==> src/rtl/srle_pkg.sv <==
`timescale 1ns / 1ps

package srle_pkg;

    localparam int DIM_W   = 12;
    localparam int TOTAL_W = 24;
    localparam int COL_W   = 16;
    localparam int ROWB_W  = 17;
    localparam int BYTE_W  = 8;

    localparam int CFG_IDX_W = 1;
    localparam logic [CFG_IDX_W-1:0] CFG_FRAME_WIDTH  = 1'b0;
    localparam logic [CFG_IDX_W-1:0] CFG_FRAME_HEIGHT = 1'b1;

    localparam logic [ROWB_W-1:0] ROW_HEADER_BYTES = 17'd2;

    typedef struct packed {
        logic [DIM_W-1:0]   frame_width;
        logic [DIM_W-1:0]   frame_height;
        logic [TOTAL_W-1:0] total;
    } cfg_t;

    typedef struct packed {
        logic              valid;
        logic [BYTE_W-1:0] pixel_value;
        logic [BYTE_W-1:0] repeat_count;
        logic              frame_full;
    } result_t;

endpackage

==> src/rtl/srle_cfg.sv <==
`timescale 1ns / 1ps

module srle_cfg
(
    input  logic                              clk,
    input  logic                              rst_n,
    input  logic                              wr_en,
    input  logic [srle_pkg::CFG_IDX_W-1:0]    wr_index,
    input  logic [srle_pkg::DIM_W-1:0]        wr_data,
    output srle_pkg::cfg_t                    cfg
);

    logic [srle_pkg::DIM_W-1:0]   width_reg;
    logic [srle_pkg::DIM_W-1:0]   height_reg;
    logic [srle_pkg::TOTAL_W-1:0] total_reg;
    logic [srle_pkg::TOTAL_W-1:0] total_next;

    // 12x12 product always fits in 24 bits
    assign total_next = srle_pkg::TOTAL_W'(width_reg) * srle_pkg::TOTAL_W'(height_reg);

    always_ff @(posedge clk or negedge rst_n)
    begin
        if (!rst_n)
        begin
            width_reg  <= '0;
            height_reg <= '0;
            total_reg  <= '0;
        end
        else
        begin
            total_reg <= total_next;
            if (wr_en)
            begin
                unique case (wr_index)
                    srle_pkg::CFG_FRAME_WIDTH:  width_reg  <= wr_data;
                    srle_pkg::CFG_FRAME_HEIGHT: height_reg <= wr_data;
                    default: ;
                endcase
            end
        end
    end

    assign cfg.frame_width  = width_reg;
    assign cfg.frame_height = height_reg;
    assign cfg.total        = total_reg;

endmodule

==> src/rtl/srle_decode.sv <==
`timescale 1ns / 1ps

module srle_decode
(
    input  logic                          clk,
    input  logic                          rst_n,
    input  logic                          fire,
    input  logic [srle_pkg::BYTE_W-1:0]   data_byte,
    input  logic                          last_byte,
    input  srle_pkg::cfg_t                cfg,
    output srle_pkg::result_t             res
);

    localparam logic [1:0] PH_LEN_LO = 2'd0;
    localparam logic [1:0] PH_LEN_HI = 2'd1;
    localparam logic [1:0] PH_BODY   = 2'd2;
    localparam logic [1:0] PH_COUNT  = 2'd3;

    localparam logic [srle_pkg::COL_W-1:0] COL_MAX = '1;

    logic [1:0]                    phase_reg, phase_next;
    logic [srle_pkg::BYTE_W-1:0]   len_lo_reg, len_lo_next;
    logic [srle_pkg::ROWB_W-1:0]   rowb_reg, rowb_next;
    logic [srle_pkg::DIM_W-1:0]    row_reg, row_next;
    logic [srle_pkg::COL_W-1:0]    col_reg, col_next;
    logic [srle_pkg::TOTAL_W-1:0]  pw_reg, pw_next;

    logic [srle_pkg::COL_W-1:0]    row_len;
    logic [srle_pkg::ROWB_W-1:0]   rowb_dec;
    logic [srle_pkg::ROWB_W-1:0]   col_sum;
    logic                          col_below;
    logic [srle_pkg::COL_W-1:0]    col_gap;
    logic [srle_pkg::BYTE_W-1:0]   run_col;
    logic [srle_pkg::TOTAL_W-1:0]  remain;
    logic [srle_pkg::BYTE_W-1:0]   run_len;
    logic [srle_pkg::TOTAL_W-1:0]  pw_lit;
    logic [srle_pkg::TOTAL_W-1:0]  pw_run;

    assign row_len  = {data_byte, len_lo_reg};
    assign rowb_dec = rowb_reg - 1'b1;

    // run clipping against row width, then against pixels left in the frame
    assign col_sum   = {1'b0, col_reg} + srle_pkg::ROWB_W'(data_byte);
    assign col_below = col_reg < srle_pkg::COL_W'(cfg.frame_width);
    assign col_gap   = srle_pkg::COL_W'(cfg.frame_width) - col_reg;
    assign run_col   = (col_sum > srle_pkg::ROWB_W'(cfg.frame_width))
                       ? (col_below ? col_gap[srle_pkg::BYTE_W-1:0] : '0)
                       : data_byte;
    assign remain    = (pw_reg < cfg.total) ? (cfg.total - pw_reg) : '0;
    assign run_len   = (srle_pkg::TOTAL_W'(run_col) > remain)
                       ? remain[srle_pkg::BYTE_W-1:0] : run_col;
    assign pw_lit    = pw_reg + 1'b1;
    assign pw_run    = pw_reg + srle_pkg::TOTAL_W'(run_len);

    always_comb
    begin
        phase_next  = phase_reg;
        len_lo_next = len_lo_reg;
        rowb_next   = rowb_reg;
        row_next    = row_reg;
        col_next    = col_reg;
        pw_next     = pw_reg;
        res         = '0;

        if (fire)
        begin
            unique case (phase_reg)
                PH_LEN_LO:
                begin
                    if (row_reg < cfg.frame_height)
                    begin
                        len_lo_next = data_byte;
                        phase_next  = PH_LEN_HI;
                    end
                end
                PH_LEN_HI:
                begin
                    if (srle_pkg::ROWB_W'(row_len) <= srle_pkg::ROW_HEADER_BYTES)
                    begin
                        row_next   = row_reg + 1'b1;
                        col_next   = '0;
                        rowb_next  = '0;
                        phase_next = PH_LEN_LO;
                    end
                    else
                    begin
                        rowb_next  = srle_pkg::ROWB_W'(row_len) - srle_pkg::ROW_HEADER_BYTES;
                        phase_next = PH_BODY;
                    end
                end
                PH_BODY:
                begin
                    rowb_next = rowb_dec;
                    if (data_byte != '0)
                    begin
                        if (pw_reg < cfg.total)
                        begin
                            pw_next          = pw_lit;
                            res.valid        = 1'b1;
                            res.pixel_value  = data_byte;
                            res.repeat_count = srle_pkg::BYTE_W'(1);
                            res.frame_full   = (pw_lit == cfg.total);
                        end
                        if (col_reg != COL_MAX)
                            col_next = col_reg + 1'b1;
                        if (rowb_dec == '0)
                        begin
                            row_next   = row_reg + 1'b1;
                            col_next   = '0;
                            rowb_next  = '0;
                            phase_next = PH_LEN_LO;
                        end
                    end
                    else if (rowb_dec == '0)
                    begin
                        // zero in the last row position is dropped
                        row_next   = row_reg + 1'b1;
                        col_next   = '0;
                        rowb_next  = '0;
                        phase_next = PH_LEN_LO;
                    end
                    else
                    begin
                        rowb_next  = rowb_dec - 1'b1;
                        phase_next = PH_COUNT;
                    end
                end
                PH_COUNT:
                begin
                    if (col_sum > srle_pkg::ROWB_W'(cfg.frame_width))
                        col_next = srle_pkg::COL_W'(cfg.frame_width);
                    else
                        col_next = col_sum[srle_pkg::COL_W-1:0];
                    if (run_len != '0)
                    begin
                        pw_next          = pw_run;
                        res.valid        = 1'b1;
                        res.pixel_value  = '0;
                        res.repeat_count = run_len;
                        res.frame_full   = (pw_run == cfg.total);
                    end
                    if (rowb_reg == '0)
                    begin
                        row_next   = row_reg + 1'b1;
                        col_next   = '0;
                        rowb_next  = '0;
                        phase_next = PH_LEN_LO;
                    end
                    else
                        phase_next = PH_BODY;
                end
                default: ;
            endcase

            if (last_byte)
            begin
                phase_next  = PH_LEN_LO;
                len_lo_next = '0;
                rowb_next   = '0;
                row_next    = '0;
                col_next    = '0;
                pw_next     = '0;
            end
        end
    end

    always_ff @(posedge clk or negedge rst_n)
    begin
        if (!rst_n)
        begin
            phase_reg  <= PH_LEN_LO;
            len_lo_reg <= '0;
            rowb_reg   <= '0;
            row_reg    <= '0;
            col_reg    <= '0;
            pw_reg     <= '0;
        end
        else
        begin
            phase_reg  <= phase_next;
            len_lo_reg <= len_lo_next;
            rowb_reg   <= rowb_next;
            row_reg    <= row_next;
            col_reg    <= col_next;
            pw_reg     <= pw_next;
        end
    end

endmodule

==> src/rtl/shape_frame_rle_decoder.sv <==
// A result passes through the input register, the decode logic and the result
// register before it reaches the outputs.
// Throughput: one compressed byte per cycle; a stalled result holds the decoder
// and the input stalls once the input register is also full.
// Reset (rst_n, async, active low) clears decoder state and the frame width,
// height and total registers to zero; no memories, nothing to sweep.
`timescale 1ns / 1ps

module shape_frame_rle_decoder
(
    input  logic                              clk,
    input  logic                              rst_n,

    input  logic                              in_valid,
    output logic                              in_stall,
    input  logic [7:0]                        data_byte,
    input  logic                              last_byte,

    output logic                              out_valid,
    input  logic                              out_stall,
    output logic [7:0]                        pixel_value,
    output logic [7:0]                        repeat_count,
    output logic                              frame_full,

    input  logic                              cfg_valid,
    output logic                              cfg_ready,
    input  logic [srle_pkg::CFG_IDX_W-1:0]    cfg_index,
    input  logic [11:0]                       cfg_data
);

    srle_pkg::cfg_t    cfg;
    srle_pkg::result_t res;

    logic       in_valid_reg;
    logic [7:0] byte_reg;
    logic       last_reg;
    logic       advance;

    logic       out_valid_reg;
    logic [7:0] pixel_reg;
    logic [7:0] count_reg;
    logic       full_reg;

    assign cfg_ready = 1'b1;

    srle_cfg u_cfg
    (
        .clk      (clk),
        .rst_n    (rst_n),
        .wr_en    (cfg_valid & cfg_ready),
        .wr_index (cfg_index),
        .wr_data  (cfg_data),
        .cfg      (cfg)
    );

    // decode moves whenever the result register is free or being drained
    assign advance  = !out_valid_reg || !out_stall;
    assign in_stall = in_valid_reg && !advance;

    always_ff @(posedge clk or negedge rst_n)
    begin
        if (!rst_n)
            in_valid_reg <= 1'b0;
        else if (!in_stall)
            in_valid_reg <= in_valid;
    end

    always_ff @(posedge clk)
    begin
        if (!in_stall && in_valid)
        begin
            byte_reg <= data_byte;
            last_reg <= last_byte;
        end
    end

    srle_decode u_decode
    (
        .clk       (clk),
        .rst_n     (rst_n),
        .fire      (in_valid_reg & advance),
        .data_byte (byte_reg),
        .last_byte (last_reg),
        .cfg       (cfg),
        .res       (res)
    );

    always_ff @(posedge clk or negedge rst_n)
    begin
        if (!rst_n)
            out_valid_reg <= 1'b0;
        else if (advance)
            out_valid_reg <= res.valid;
    end

    always_ff @(posedge clk)
    begin
        if (advance && res.valid)
        begin
            pixel_reg <= res.pixel_value;
            count_reg <= res.repeat_count;
            full_reg  <= res.frame_full;
        end
    end

    assign out_valid    = out_valid_reg;
    assign pixel_value  = pixel_reg;
    assign repeat_count = count_reg;
    assign frame_full   = full_reg;

endmodule
==> config.mk <==
export PLATFORM = sky130hd
export DESIGN_NAME = shape_frame_rle_decoder
export DESIGN_NICKNAME = d
export VERILOG_FILES = /design/src/rtl/srle_pkg.sv /design/src/rtl/srle_cfg.sv /design/src/rtl/srle_decode.sv /design/src/rtl/shape_frame_rle_decoder.sv
export SDC_FILE = /design/constraint.sdc
export NUM_CORES = 1
export LEC_CHECK = 0
export BUFFER_PORTS_ARGS = -buffer_cell sky130_fd_sc_hd__buf_2
export CAP_MARGIN = 20
export CORE_MARGIN = 2
export CORE_UTILIZATION = 33
export DETAILED_ROUTE_END_ITERATION = 16
export MAX_ROUTING_LAYER = met4
export PLACE_DENSITY = 0.46
export SYNTH_ARGS = -nofsm -noshare
export SYNTH_HDL_FRONTEND = slang
export SYNTH_SLANG_ARGS = --single-unit
export TNS_END_PERCENT = 5
==> constraint.sdc <==
create_clock -name clk -period 12.2 [get_ports clk]
set_input_delay 0.61 -clock clk [delete_from_list [all_inputs] [get_ports clk]]
set_output_delay 0.61 -clock clk [all_outputs]
set_load 0.03 [all_outputs]
==> impl_metrics.prom <==
# TYPE chip_impl_metric gauge
chip_impl_info{name="outcome",value="finished, final reports clean"} 1
chip_impl_metric{name="final.setup.tns",unit="ns"} 0
chip_impl_metric{name="cts.sink_count",unit=""} 155
chip_impl_metric{name="ctsResizeCount",unit=""} 0
chip_impl_info{name="clock_tree.root_cell",value="sky130_fd_sc_hd__clkbuf_16"} 1
chip_impl_metric{name="post_dp_cell_area",unit="um2"} 17800
chip_impl_metric{name="worst_case_clock_buffer_depth",unit=""} 2
chip_impl_metric{name="final_area",unit="um2"} 18400
chip_impl_metric{name="cts.repair_timing.setup_buffer_count",unit=""} 0
chip_impl_metric{name="worst_slew_margin_rel",unit=""} 0.274
chip_impl_metric{name="first_pass_grt_wire_length",unit="mm"} 84.7
chip_impl_metric{name="cp_slowest_stage_delay",unit="ns"} 0.86
chip_impl_metric{name="route.met3.wl",unit="mm"} 2.23
chip_impl_info{name="crit_path_frequent_cell",value="sky130_fd_sc_hd__a21oi_1"} 1
chip_impl_metric{name="finish.net_count",unit=""} 2317
chip_impl_metric{name="wl_met1",unit="mm"} 26.6
chip_impl_metric{name="grt_pass1_vias",unit=""} 14365
chip_impl_info{name="cts_tree",value="yes"} 1
chip_impl_info{name="hold_path_class",value="in -> async"} 1
chip_impl_metric{name="cp.depth",unit=""} 40
chip_impl_metric{name="insertion_delay",unit="ns"} 0.49
chip_impl_metric{name="initialDrtViolationCount",unit=""} 1039
chip_impl_info{name="top_signal_layer_used",value="met4"} 1
chip_impl_info{name="cpMaxStageDelayCell",value="sky130_fd_sc_hd__a21boi_1"} 1
chip_impl_metric{name="worst_pin_slew",unit="ns"} 1.09
chip_impl_metric{name="required",unit="ns"} 12.53
chip_impl_metric{name="grt_overflow_total",unit=""} 0
chip_impl_metric{name="drt_pass1_iterations",unit=""} 6
chip_impl_metric{name="netlist_area",unit="um2"} 17000
chip_impl_metric{name="cts-htree-levels",unit=""} 4
chip_impl_metric{name="timing.critical_path.arrival",unit="ns"} 9.99
chip_impl_info{name="synthFlopType",value="sky130_fd_sc_hd__dfrtp_1"} 1
chip_impl_info{name="critical_path_capture_point_type",value="flip-flop"} 1
chip_impl_metric{name="report.final.slew_viol_count",unit=""} 0
chip_impl_metric{name="num_antenna_cells",unit=""} 0
chip_impl_metric{name="ctsHoldBuffers",unit=""} 0
chip_impl_metric{name="io_buffer_count",unit=""} 45
chip_impl_info{name="critPathTopFamily",value="compound AO/OA/AOI/OAI gates"} 1
chip_impl_metric{name="synth.lib_cells_used.distinct",unit=""} 93
chip_impl_metric{name="route.detailed.vias_per_inst",unit=""} 5.36
chip_impl_metric{name="initial_util",unit=""} 0.332
chip_impl_metric{name="syn_inst",unit=""} 2035
chip_impl_metric{name="finalWirelength",unit="mm"} 53.7
chip_impl_metric{name="areaGrowthSynthToFinish",unit="%"} 8.50
chip_impl_metric{name="post-route-min-period",unit="ns"} 9.66
chip_impl_metric{name="drt.antenna.violating_nets",unit=""} 0
chip_impl_metric{name="setup-violations-final",unit=""} 0
chip_impl_metric{name="die-width",unit="um"} 231
chip_impl_metric{name="pwr_density_cell",unit="nW/um2"} 271
chip_impl_metric{name="core-area",unit="um2"} 51100
chip_impl_metric{name="dpl.hpwl",unit="mm"} 42.2
chip_impl_metric{name="post_drt_wl_per_cell",unit="um"} 19.7
chip_impl_metric{name="met2_length",unit="mm"} 23.7
chip_impl_metric{name="fin_worst_hold_slack",unit="ns"} 0.126
chip_impl_metric{name="synth-seq-cells",unit=""} 155
chip_impl_metric{name="reg2reg_depth",unit=""} 40
chip_impl_metric{name="yosysSeqAreaShare",unit=""} 0.236
chip_impl_metric{name="grt_antenna_before_repair",unit=""} 0
chip_impl_metric{name="number_of_max_cap_violations",unit=""} 0
chip_impl_info{name="critPathKind",value="reg -> reg"} 1
chip_impl_metric{name="worst_path_clk_slew",unit="ns"} 0.07
chip_impl_metric{name="clock-skew-final",unit="ns"} 0.0205
chip_impl_metric{name="post_synth_net_total",unit=""} 2325
chip_impl_metric{name="tritoncts.num_buffers",unit=""} 17
chip_impl_metric{name="power_leakage",unit="nW"} 8.19
chip_impl_metric{name="finalHoldViolations",unit=""} 0
chip_impl_info{name="unrepaired_setup_endpoints_after_global_routing",value="no"} 1
chip_impl_metric{name="synth_edf_count",unit=""} 26
chip_impl_metric{name="gp_congestion",unit=""} 0.926
chip_impl_metric{name="fin_crit_sh",unit=""} 0.792
chip_impl_metric{name="fmaxAchievable",unit="MHz"} 104
chip_impl_metric{name="power.total",unit="mW"} 4.98
chip_impl_metric{name="vias",unit=""} 14588
chip_impl_metric{name="layout-drive-gt1-share",unit=""} 0.0632
chip_impl_metric{name="ir_drop",unit="mV"} 0.193
chip_impl_metric{name="die_height",unit="um"} 231
chip_impl_metric{name="synth_warn",unit=""} 0
chip_impl_metric{name="global_route.usage.total",unit=""} 0.213
chip_impl_metric{name="asyncSetResetFlopFracSynth",unit=""} 0.832
chip_impl_metric{name="post_route_drc",unit=""} 0
chip_impl_metric{name="rows",unit=""} 83
chip_impl_metric{name="timing.critical_path.buf_inv",unit=""} 2
chip_impl_info{name="worstSetupStartpointType",value="flip-flop"} 1
chip_impl_metric{name="die_ar",unit="um2"} 53200
chip_impl_metric{name="maximum_number_of_pins_on_one_net_before_global_route_repair",unit=""} 68
chip_impl_metric{name="path_max_fanout",unit=""} 22
chip_impl_metric{name="floorplan.io_pins",unit=""} 47
chip_impl_metric{name="slack_of_the_worst_reg_to_reg_path",unit="ns"} 2.54
chip_impl_metric{name="syn-mean-instance-area",unit="um2"} 8.34
==> cell families (layout without fill, tap and decap cells) <==
family                   count (synthesis)  in the layout  synth area share
other                                    1              1          0.000221
XOR/XNOR                               140            140            0.0723
buffers and inverters                  288            293            0.0656
adder cells (fa/ha/maj)                263            263             0.240
AND/OR/NAND/NOR                        721            721             0.203
flip-flops                             155            155             0.236
AO/OA/AOI/OAI                          448            448             0.171
multiplexers                            19             19            0.0122
==> worst paths after layout <==
check,startpoint,endpoint
setup / recovery,byte_reg[0],frame_full
hold / removal,rst_n,u_decode.rowb_reg[11]
setup reg to reg,byte_reg[0],frame_full
hold reg to reg,u_decode.rowb_reg[1],u_decode.rowb_reg[1]
max in group asynchronous,rst_n,u_cfg.width_reg[8]
min in group clk,data_byte[3],byte_reg[3]
==> metrics by stage <==
stage          std cells  setup WS (ns)  utilization
3_5_place_dp        2688           2.60        0.349
4_1_cts             2720           2.55        0.360
6_report            2720           2.54        0.360
2_1_floorplan       2035           4.33            -
3_3_place_gp        2688           2.71        0.349
5_1_grt             2720           1.63        0.360
==> layout by cell type (no fill, tap or decap), drive strengths merged, types with 9 or more instances in the layout <==
cell type  Yosys  final
a21boi        10     10
a21o          27     27
a21oi        104    104
a22o          21     21
a31oi         11     11
and2          27     27
and3          12     12
buf           16     57
clkbuf        68     19
dfrtp        129    129
edfxtp        26     26
fa           104    104
ha           159    159
inv          203    212
mux2          13     13
nand2        231    231
nand2b        19     19
nand3         51     51
nand4         23     23
nor2         199    199
nor2b         22     22
nor3          56     56
nor4          24     24
o21a          17     17
o21ai        139    139
o22ai         14     14
o311ai         9      9
o31ai         15     15
o41ai         13     13
or2            9      9
or3           11     11
or4            9      9
xnor2         89     89
xor2          51     51
==> synthesized netlist by cell type (all sizes together) (24+ instances only) <==
library cell,instances,area (um2)
dfrtp,129,3230
nor4,24,169
nand3,51,260
nor2,199,754
o21ai,139,707
ha,159,1990
a21oi,104,521
a21o,27,203
nor3,56,285
xor2,51,447
fa,104,2080
and2,27,169
xnor2,89,780
clkbuf,68,256
edfxtp,26,781
nand2,231,870
inv,203,762
==> report_power, final <==
group	total, mW	internal [mW]	switching (mW)	leakage (nW)
Sequential	0.868	0.659	0.208	1.94
Combinational	3.54	1.45	2.09	5.96
Clock	0.573	0.303	0.270	0.294
==> metal layers <==
layer / vias to the layer above / GRT usage
li1: 7003 / -
met1: 7203 / 0.299
met2: 315 / 0.317
met3: 67 / 0.0283
met4: 0 / 0.0649
met5: - / -
==> layout make-up <==
class | count | area, um2
Sequential cell | 155 | 4010
Clock buffer | 19 | 454
Timing Repair Buffer | 57 | 322
Fill cell | 5341 | 32700
Clock inverter | 13 | 146
Multi-Input combinational cell | 1592 | 11900
Inverter | 204 | 766
Tap cell | 680 | 851
(Power assumes the default switching activity.)
